[config.mk]
export PLATFORM = sky130hd
export DESIGN_NAME = vp8_bool_decoder_core_flat
export DESIGN_NICKNAME = d
export VERILOG_FILES = /design/src/rtl/vbd_pkg.sv /design/src/rtl/vbd_if.sv /design/src/rtl/vp8_bool_decoder_core.sv /design/src/rtl/vbd_bit_queue.sv /design/src/flat_wrapper.sv
export SDC_FILE = /design/constraint.sdc
export NUM_CORES = 1
export LEC_CHECK = 0
export BUFFER_PORTS_ARGS = -buffer_cell sky130_fd_sc_hd__buf_2
export CORE_MARGIN = 2
export CORE_UTILIZATION = 30
export CTS_CLUSTER_SIZE = 28
export DETAILED_ROUTE_END_ITERATION = 12
export GPL_ROUTABILITY_DRIVEN = 0
export HOLD_SLACK_MARGIN = 0.05
export PLACE_DENSITY = 0.52
export RECOVER_POWER = 25
export SYNTH_ARGS = -nofsm -noshare
export SYNTH_HDL_FRONTEND = slang
export SYNTH_HIERARCHICAL = 1
export SYNTH_SLANG_ARGS = --single-unit
[constraint.sdc]
create_clock -name clock -period 9.53 [get_ports clock]
set_input_delay 1.906 -clock clock [delete_from_list [all_inputs] [get_ports clock]]
set_output_delay 1.906 -clock clock [all_outputs]
set_load 0.1 [all_outputs]
[src/rtl/vbd_pkg.sv]
// ----------------------------------------------------------------------------
// vbd_pkg
// Shared types, codes and helpers of the VP8 boolean decoder core.
// ----------------------------------------------------------------------------
package vbd_pkg;

   // default depth of the stream bit queue
   localparam int BUFFER_BITS_DEF = 64;

   // command codes on the request channel
   localparam logic [1:0] CMD_PUSH   = 2'd0;
   localparam logic [1:0] CMD_START  = 2'd1;
   localparam logic [1:0] CMD_DECODE = 2'd2;

   // status codes on the response channel
   localparam logic [1:0] STAT_OK       = 2'd0;
   localparam logic [1:0] STAT_NO_DATA  = 2'd1;
   localparam logic [1:0] STAT_DROPPED  = 2'd2;

   // arithmetic constants of the scheme
   localparam logic [7:0] RANGE_INIT = 8'd255;
   localparam logic [3:0] WINDOW_FULL = 4'd8;
   localparam logic [3:0] MAX_LITERAL = 4'd8;

   // sequencer states
   typedef enum logic [1:0] {
      ST_IDLE,
      ST_FETCH,
      ST_RESOLVE,
      ST_DONE
   } state_type;

   // control word from the sequencer to the bit queue
   typedef struct packed {
      logic       push;
      logic [7:0] push_byte;
      logic       take;
      logic [3:0] count;
   } q_ctrl_type;

   // status word from the bit queue to the sequencer
   typedef struct packed {
      logic       full;
      logic       enough;
      logic [7:0] bits;
   } q_stat_type;

   // leading zero count of a nonzero byte
   function automatic logic [2:0] lead_zeros(input logic [7:0] v);
      logic [2:0] n;
      logic       found;
      n = 3'd0;
      found = 1'b0;
      for (int i = 7; i >= 0; i--) begin
         if (!found) begin
            if (v[i]) begin
               found = 1'b1;
            end else begin
               n = n + 3'd1;
            end
         end
      end
      return n;
   endfunction

endpackage

[src/rtl/vbd_if.sv]
// ----------------------------------------------------------------------------
// vbd_req_if / vbd_rsp_if
// Valid/ready channels of the VP8 boolean decoder core.
// ----------------------------------------------------------------------------
interface vbd_req_if;
   logic       valid;
   logic       ready;
   logic [1:0] command;
   logic [7:0] stream_byte;
   logic [7:0] probability;
   logic [3:0] literal_width;
   logic       signed_mode;

   modport source (output valid, command, stream_byte, probability, literal_width,
                   signed_mode, input ready);
   modport sink   (input valid, command, stream_byte, probability, literal_width,
                   signed_mode, output ready);
endinterface

interface vbd_rsp_if;
   logic              valid;
   logic              ready;
   logic signed [8:0] decoded_value;
   logic        [1:0] status;

   modport source (output valid, decoded_value, status, input ready);
   modport sink   (input valid, decoded_value, status, output ready);
endinterface

[src/rtl/vp8_bool_decoder_core.sv]
// ----------------------------------------------------------------------------
// vp8_bool_decoder_core
// VP8 boolean arithmetic decoder: push bytes, start, decode literals.
//
//   channel  dir  handshake          word
//   req_ch   in   valid/ready        command, stream_byte, probability,
//                                    literal_width, signed_mode
//   rsp_ch   out  valid/ready        decoded_value, status
//
// Push, start and unknown commands go from idle straight to the done state.
// A decode of n bools (width, plus one sign bool in signed mode) passes through
// fetch and resolve for each bool: refill and range multiply in fetch, compare and
// normalize in resolve, through the one shared multiply/compare/shift unit.
// req_ch.ready is high only when idle; a full response register stalls the
// sequencer in its last state. Reset is synchronous and clears control state.
// ----------------------------------------------------------------------------
module vp8_bool_decoder_core #(
   parameter int BUFFER_BITS = vbd_pkg::BUFFER_BITS_DEF
) (
   input  logic      clock,
   input  logic      reset,
   vbd_req_if.sink   req_ch,
   vbd_rsp_if.source rsp_ch
);
   import vbd_pkg::*;

   state_type   state_ff, state_in;
   logic [7:0]  range_ff, range_in;
   logic [7:0]  window_ff, window_in;
   logic [3:0]  wbits_ff, wbits_in;
   logic [15:0] product_ff, product_in;
   logic [7:0]  prob_ff, prob_in;
   logic [3:0]  count_ff, count_in;
   logic        sgn_ff, sgn_in;
   logic        in_sign_ff, in_sign_in;
   logic [7:0]  acc_ff, acc_in;
   logic [8:0]  result_ff, result_in;
   logic [1:0]  status_ff, status_in;
   logic        rsp_valid_ff, rsp_valid_in;
   logic [8:0]  rsp_value_ff, rsp_value_in;
   logic [1:0]  rsp_status_ff, rsp_status_in;

   q_ctrl_type  q_ctrl;
   q_stat_type  q_stat;

   logic        accept;
   logic        fetch_fail;
   logic        last_bool;
   logic        rsp_free;
   logic        empty_decode;
   logic [7:0]  split;
   logic        bool_bit;
   logic [7:0]  range_cut;
   logic [7:0]  window_cut;
   logic [2:0]  norm;
   logic [7:0]  acc_shift;

   vbd_bit_queue #(
      .BUFFER_BITS (BUFFER_BITS)
   ) u_queue (
      .clock (clock),
      .reset (reset),
      .ctrl  (q_ctrl),
      .stat  (q_stat)
   );

   // handshake and shared decisions
   assign req_ch.ready  = (state_ff == ST_IDLE);
   assign accept        = req_ch.valid && req_ch.ready;
   assign rsp_free      = !rsp_valid_ff || rsp_ch.ready;
   assign fetch_fail    = (wbits_ff < WINDOW_FULL) && !q_stat.enough;
   assign last_bool     = in_sign_ff || ((count_ff == 4'd1) && !sgn_ff);
   assign empty_decode  = (req_ch.literal_width == 4'd0) && !req_ch.signed_mode;

   // shared unit: split, compare/subtract, normalize
   assign split      = product_ff[15:8] + 8'd1;
   assign bool_bit   = window_ff >= split;
   assign range_cut  = bool_bit ? (range_ff - split) : split;
   assign window_cut = bool_bit ? (window_ff - split) : window_ff;
   assign norm       = lead_zeros(range_cut);
   assign acc_shift  = {acc_ff[6:0], bool_bit};

   // next state
   always_comb begin
      state_in = state_ff;
      case (state_ff)
         ST_IDLE: begin
            if (accept) begin
               if (req_ch.command == CMD_DECODE && !empty_decode) begin
                  state_in = ST_FETCH;
               end else begin
                  state_in = ST_DONE;
               end
            end
         end
         ST_FETCH: begin
            state_in = fetch_fail ? ST_DONE : ST_RESOLVE;
         end
         ST_RESOLVE: begin
            state_in = last_bool ? ST_DONE : ST_FETCH;
         end
         ST_DONE: begin
            if (rsp_free) begin
               state_in = ST_IDLE;
            end
         end
         default: begin
            state_in = ST_IDLE;
         end
      endcase
   end

   // datapath and queue control
   always_comb begin
      range_in      = range_ff;
      window_in     = window_ff;
      wbits_in      = wbits_ff;
      product_in    = product_ff;
      prob_in       = prob_ff;
      count_in      = count_ff;
      sgn_in        = sgn_ff;
      in_sign_in    = in_sign_ff;
      acc_in        = acc_ff;
      result_in     = result_ff;
      status_in     = status_ff;
      rsp_value_in  = rsp_value_ff;
      rsp_status_in = rsp_status_ff;
      rsp_valid_in  = rsp_valid_ff && !rsp_ch.ready;
      q_ctrl.push      = 1'b0;
      q_ctrl.push_byte = req_ch.stream_byte;
      q_ctrl.take      = 1'b0;
      q_ctrl.count     = WINDOW_FULL - wbits_ff;

      case (state_ff)
         ST_IDLE: begin
            if (accept) begin
               result_in = '0;
               status_in = STAT_OK;
               case (req_ch.command)
                  CMD_PUSH: begin
                     if (q_stat.full) begin
                        status_in = STAT_DROPPED;
                     end else begin
                        q_ctrl.push = 1'b1;
                     end
                  end
                  CMD_START: begin
                     range_in  = RANGE_INIT;
                     window_in = '0;
                     wbits_in  = '0;
                  end
                  CMD_DECODE: begin
                     prob_in    = req_ch.probability;
                     count_in   = (req_ch.literal_width > MAX_LITERAL) ? MAX_LITERAL
                                                                       : req_ch.literal_width;
                     sgn_in     = req_ch.signed_mode;
                     in_sign_in = (req_ch.literal_width == 4'd0);
                     acc_in     = '0;
                  end
                  default: begin
                  end
               endcase
            end
         end
         ST_FETCH: begin
            // refill the window, then register the range product
            if (wbits_ff < WINDOW_FULL) begin
               if (q_stat.enough) begin
                  window_in   = window_ff | q_stat.bits;
                  wbits_in    = WINDOW_FULL;
                  q_ctrl.take = 1'b1;
               end else begin
                  result_in = '0;
                  status_in = STAT_NO_DATA;
               end
            end
            product_in = 16'(range_ff - 8'd1) * 16'(prob_ff);
         end
         ST_RESOLVE: begin
            range_in  = range_cut << norm;
            window_in = window_cut << norm;
            wbits_in  = wbits_ff - 4'(norm);
            if (in_sign_ff) begin
               result_in = bool_bit ? (9'd0 - {1'b0, acc_ff}) : {1'b0, acc_ff};
            end else begin
               acc_in   = acc_shift;
               count_in = count_ff - 4'd1;
               if (count_ff == 4'd1) begin
                  if (sgn_ff) begin
                     in_sign_in = 1'b1;
                  end else begin
                     result_in = {1'b0, acc_shift};
                  end
               end
            end
         end
         ST_DONE: begin
            if (rsp_free) begin
               rsp_valid_in  = 1'b1;
               rsp_value_in  = result_ff;
               rsp_status_in = status_ff;
            end
         end
         default: begin
         end
      endcase
   end

   // control registers
   always_ff @(posedge clock) begin
      if (reset) begin
         state_ff     <= ST_IDLE;
         range_ff     <= RANGE_INIT;
         window_ff    <= '0;
         wbits_ff     <= '0;
         rsp_valid_ff <= 1'b0;
      end else begin
         state_ff     <= state_in;
         range_ff     <= range_in;
         window_ff    <= window_in;
         wbits_ff     <= wbits_in;
         rsp_valid_ff <= rsp_valid_in;
      end
   end

   // working and payload registers
   always_ff @(posedge clock) begin
      product_ff    <= product_in;
      prob_ff       <= prob_in;
      count_ff      <= count_in;
      sgn_ff        <= sgn_in;
      in_sign_ff    <= in_sign_in;
      acc_ff        <= acc_in;
      result_ff     <= result_in;
      status_ff     <= status_in;
      rsp_value_ff  <= rsp_value_in;
      rsp_status_ff <= rsp_status_in;
   end

   assign rsp_ch.valid         = rsp_valid_ff;
   assign rsp_ch.decoded_value = $signed(rsp_value_ff);
   assign rsp_ch.status        = rsp_status_ff;

   // window never holds more than one byte of bits
   a_wbits_max: assert property (@(posedge clock) disable iff (reset)
      wbits_ff <= WINDOW_FULL)
      else $error("value window bit count above eight");

   // range is normalized after every bool
   a_range_norm: assert property (@(posedge clock) disable iff (reset)
      (state_ff == ST_RESOLVE) |=> range_ff[7])
      else $error("range not normalized after bool");

   // a failed or dropped word carries a zero value
   a_err_zero: assert property (@(posedge clock) disable iff (reset)
      (rsp_valid_ff && (rsp_status_ff != STAT_OK)) |-> (rsp_value_ff == 9'd0))
      else $error("error word with nonzero value");

   // a refill is taken only when enough bits are queued
   a_take_ok: assert property (@(posedge clock) disable iff (reset)
      q_ctrl.take |-> (q_stat.enough && (state_ff == ST_FETCH)))
      else $error("queue take without enough bits");

endmodule

[src/rtl/vbd_bit_queue.sv]
// ----------------------------------------------------------------------------
// vbd_bit_queue
// Stream bit queue: bytes enter at the low end, the oldest bits leave first.
// ----------------------------------------------------------------------------
module vbd_bit_queue #(
   parameter int BUFFER_BITS = vbd_pkg::BUFFER_BITS_DEF
) (
   input  logic                clock,
   input  logic                reset,
   input  vbd_pkg::q_ctrl_type ctrl,
   output vbd_pkg::q_stat_type stat
);
   import vbd_pkg::*;

   localparam int FILL_W = $clog2(BUFFER_BITS + 1);

   logic [BUFFER_BITS-1:0] buf_ff, buf_in;
   logic [FILL_W-1:0]      fill_ff, fill_in;
   logic [FILL_W-1:0]      need;
   logic [FILL_W-1:0]      shift;
   logic [BUFFER_BITS-1:0] shifted;

   // oldest bits sit just below the fill mark
   assign need    = FILL_W'(ctrl.count);
   assign shift   = fill_ff - need;
   assign shifted = buf_ff >> shift;

   assign stat.full   = fill_ff > FILL_W'(BUFFER_BITS - 8);
   assign stat.enough = fill_ff >= need;
   assign stat.bits   = shifted[7:0] & (8'hFF >> (4'd8 - ctrl.count));

   // next queue contents
   always_comb begin
      buf_in  = buf_ff;
      fill_in = fill_ff;
      if (ctrl.push) begin
         buf_in  = {buf_ff[BUFFER_BITS-9:0], ctrl.push_byte};
         fill_in = fill_ff + FILL_W'(8);
      end else if (ctrl.take) begin
         fill_in = shift;
      end
   end

   // contents need no reset: only queued bits are read
   always_ff @(posedge clock) begin
      buf_ff <= buf_in;
   end

   always_ff @(posedge clock) begin
      if (reset) begin
         fill_ff <= '0;
      end else begin
         fill_ff <= fill_in;
      end
   end

endmodule

[src/flat_wrapper.sv]
// flat-port wrapper written by rule: the top's interface ports become plain ports
module vp8_bool_decoder_core_flat import vbd_pkg::*;
#(
   parameter int BUFFER_BITS = vbd_pkg::BUFFER_BITS_DEF
)
  (clock, reset, req_ch_valid, req_ch_command, req_ch_stream_byte, req_ch_probability, req_ch_literal_width, req_ch_signed_mode, req_ch_ready, rsp_ch_valid, rsp_ch_decoded_value, rsp_ch_status, rsp_ch_ready);
  vbd_req_if req_ch_i ();
  vbd_rsp_if rsp_ch_i ();
  input  logic clock;
  input  logic reset;
  input wire logic [$bits(req_ch_i.valid)-1:0] req_ch_valid;
  input wire logic [$bits(req_ch_i.command)-1:0] req_ch_command;
  input wire logic [$bits(req_ch_i.stream_byte)-1:0] req_ch_stream_byte;
  input wire logic [$bits(req_ch_i.probability)-1:0] req_ch_probability;
  input wire logic [$bits(req_ch_i.literal_width)-1:0] req_ch_literal_width;
  input wire logic [$bits(req_ch_i.signed_mode)-1:0] req_ch_signed_mode;
  output wire logic [$bits(req_ch_i.ready)-1:0] req_ch_ready;
  output wire logic [$bits(rsp_ch_i.valid)-1:0] rsp_ch_valid;
  output wire logic [$bits(rsp_ch_i.decoded_value)-1:0] rsp_ch_decoded_value;
  output wire logic [$bits(rsp_ch_i.status)-1:0] rsp_ch_status;
  input wire logic [$bits(rsp_ch_i.ready)-1:0] rsp_ch_ready;
  assign req_ch_i.valid = req_ch_valid;
  assign req_ch_i.command = req_ch_command;
  assign req_ch_i.stream_byte = req_ch_stream_byte;
  assign req_ch_i.probability = req_ch_probability;
  assign req_ch_i.literal_width = req_ch_literal_width;
  assign req_ch_i.signed_mode = req_ch_signed_mode;
  assign req_ch_ready = req_ch_i.ready;
  assign rsp_ch_valid = rsp_ch_i.valid;
  assign rsp_ch_decoded_value = rsp_ch_i.decoded_value;
  assign rsp_ch_status = rsp_ch_i.status;
  assign rsp_ch_i.ready = rsp_ch_ready;
  vp8_bool_decoder_core #(.BUFFER_BITS(BUFFER_BITS)) u_core (.clock(clock), .reset(reset), .req_ch(req_ch_i), .rsp_ch(rsp_ch_i));
endmodule
==> metrics.yaml <==
setup.reg_to_reg.worst_slack_ps: 950
ys_top_cells_by_area: "edfxtp_1, fa_1, ha_1"
first_iter_violations: 854
final_cell_count_no_fill: 1986
fmax_mhz: 117
min_delay_worst_endpoint: "u_core/rsp_ch.decoded_value[7]"
rsz_0062_raised_after_global_routing: "false"
worst_r2r_path_depth: 43
timing.final.setup_violations: 0
timing.critical_path.from_type: "flop"
synth.net_count: 1524
clock_transition_at_the_register_clock_pins_on_the_worst_setup_and_hold_paths_after_cts_ps: 70
rr_endpoint: "u_core/wbits_ff[3]"
die_area_um2: 46000
cts-htree-levels: 4
yosys_warnings: 6
number_of_resized_instances_in_the_post_cts_repair_step: 0
grt_overflow: 0
drt-total-wl_mm: 34.7
drive_above_1_share_pct: 12.6
ys_seq_area_share_pct: 30.7
final_period_minus_worst_setup_slack_ps: 8580
worst_ep_required_time_ps: 9920
initial_core_util_pct: 30.2
ys_ff_latch: 146
synth_top_cells_by_count: "nand2_1, inv_1, edfxtp_1"
count_of_different_cell_masters_after_synthesis: 92
tightestPinTransition_ps: 1310
timing.setup.tns_ps: 0
synth_top_area_cell: "edfxtp_1"
vias_per_cell: 5.26
synth-edff-count: 116
path_class: "flop to flop"
timing.final.hold_violations: 0
antenna-diode-count: 0
library_cell_with_the_highest_instance_count_after_synthesis: "nand2_1"
hold_buffers: 0
grt_pass1_wl_mm: 56.1
cpMostUsedCell: "ha_1"
grt_max_degree: 72
cp_max_fo: 21
slew_headroom_pct: 12.5
timing_max_transition_violations_final: 0
routed-via-count: 10500
cap_viol_max_count: 0
drcViolationCount: 0
clock_sinks: 146
drtPass1Iterations: 5
core-area_um2: 44000
place.detailed.instances: 1954
fillerInstances: 4545
cts-buffers-inserted: 17
cts_post_setup_buffers_inserted: 0
placement_rows: 77
synthFlopType: "edfxtp_1"
timing.critical_path.arrival_ps: 8960
syn_area_um2: 13300
critPathCaptureType: "flop"
initial_antenna_violation_count: 2
r2r_start: "u_core/product_ff[8]"
area_growth_pct: 10.4
clock_insertion_delay_worst_skew_ps: 450
drt-wirelength-per-cell_um: 17.5
postSynth.asyncResetShare_pct: 0
run_status: "complete, no violations"
ant_nets: 0
cpMaxStageDelayCell: "edfxtp_1"
io_buffer_count: 39
fin_crit_sh_pct: 90.0
cpPeakStageDelay_ps: 480
dieHeight_um: 215
global_route.usage.total_pct: 15.2
design.portCount: 40
dieWidth_um: 215
hold_path.class: "flop to flop"
tritoncts: "done"
syn_avg_cell_area_um2: 9.65
yosysTopAreaCellShare_pct: 26.2
cts-root-to-sink-buffers: 2
fin_worst_skew_ps: 12.2
min_delay_path_depth: 0
hold_start: "u_core/result_ff[7]"
cts.root.buffer_cell: "clkbuf_16"
dp_hpwl_mm: 26.0
fin_nets: 1527
via_count_of_the_first_global_routing_pass: 10100
netlist_instances: 1378
## metrics by stage
step           worst slack, ps  utilization, %  hold slack (ps)  instance area [µm²]
2_1_floorplan             1530               -              400                13300
3_3_place_gp              1380            32.0              408                14100
3_5_place_dp              1050            32.0              406                14100
4_1_cts                   1040            33.3              425                14700
5_1_grt                    237            33.3              427                14700
6_report                   955            33.3              425                14700
## worst max-delay path, delay by kind of cell (launching register included)
| family | cells | cell delay (ps) |
|---|---|---|
| compound gates | 16 | 2750 |
| xor+xnor | 1 | 270 |
| fa+ha+maj | 9 | 2760 |
| buf+inv | 5 | 990 |
| flops | 1 | 480 |
| mux | 1 | 160 |
| simple gates | 11 | 1100 |
## layer usage
metal	global-route usage, %	vias to the layer above	wire length [µm]
met2	23.8	307	16200
met1	21.5	5109	16200
met5	0	-	0
met4	5.16	0	710
li1	-	4988	-
met3	2.37	48	1650
## cell usage in the layout, fill, tap and decap left out, drive strengths merged, types with 9 or more instances in the layout
master,netlist,final
nand4,9,9
edfxtp,116,116
inv,119,126
xor2,31,31
a31oi,12,12
a21oi,70,70
clkbuf,39,18
and2,45,45
nor3,25,25
fa,58,58
buf,38,60
a211oi,31,31
o211ai,20,20
nand2,138,138
o21ai,49,49
nor4,9,9
nor2b,28,28
nor2,102,102
a21o,10,10
mux2,31,31
a311oi,9,9
mux2i,57,57
ha,61,61
mux4,29,29
or3,9,9
dfxtp,30,30
nand3,22,22
and3,13,13
xnor2,42,42
## worst max-delay path by stage
stage | start | cells past startpoint | end | slack [ps]
global route | u_core/product_ff[8] | 43 | u_core/wbits_ff[3] | 240
floorplan | u_core/product_ff[8] | 40 | u_core/wbits_ff[3] | 1530
global placement | u_core/product_ff[8] | 42 | u_core/wbits_ff[3] | 1380
finish | u_core/product_ff[8] | 43 | u_core/wbits_ff[3] | 950
detailed placement | u_core/product_ff[8] | 42 | u_core/wbits_ff[3] | 1050
CTS | u_core/product_ff[8] | 42 | u_core/wbits_ff[3] | 1040
## area by class of cell
| class | count | area [µm²] | area share, % |
|---|---|---|---|
| multi-input cells | 1035 | 8450 | 57.6 |
| flip-flops and latches | 146 | 4080 | 27.8 |
| well taps | 592 | 741 | 5.05 |
| inverters | 120 | 450 | 3.07 |
| clock buffers | 17 | 425 | 2.90 |
| repair buffers | 61 | 357 | 2.43 |
| clock inverters | 15 | 173 | 1.18 |
## state kept, by name, summed over array words and instances, names as in the netlist
register and cells:
u_core/u_queue/buf_ff 64, u_core/result_ff 9, u_core/rsp_ch.decoded_value 9, u_core/acc_ff 8, u_core/prob_ff 8, u_core/product_ff 8, u_core/range_ff 8, u_core/window_ff 8
u_core/u_queue/fill_ff 7, u_core/count_ff 4, u_core/wbits_ff 4, u_core/rsp_ch.status 2, u_core/state_ff 2, u_core/status_ff 2, u_core/in_sign_ff 1, u_core/rsp_ch.valid 1
u_core/sgn_ff 1
## logic make-up (layout without fill, tap and decap cells)
family,Yosys count,in the layout,synth area share (%)
flops,146,146,30.7
mux,117,117,12.2
compound gates,287,287,14.9
fa+ha+maj,126,126,15.0
xor+xnor,75,75,5.34
buf+inv,197,213,6.18
simple gates,430,430,15.7
Power is not shown: default switching activity piles up to over one toggle a cycle in this logic, so the estimate is an artifact.
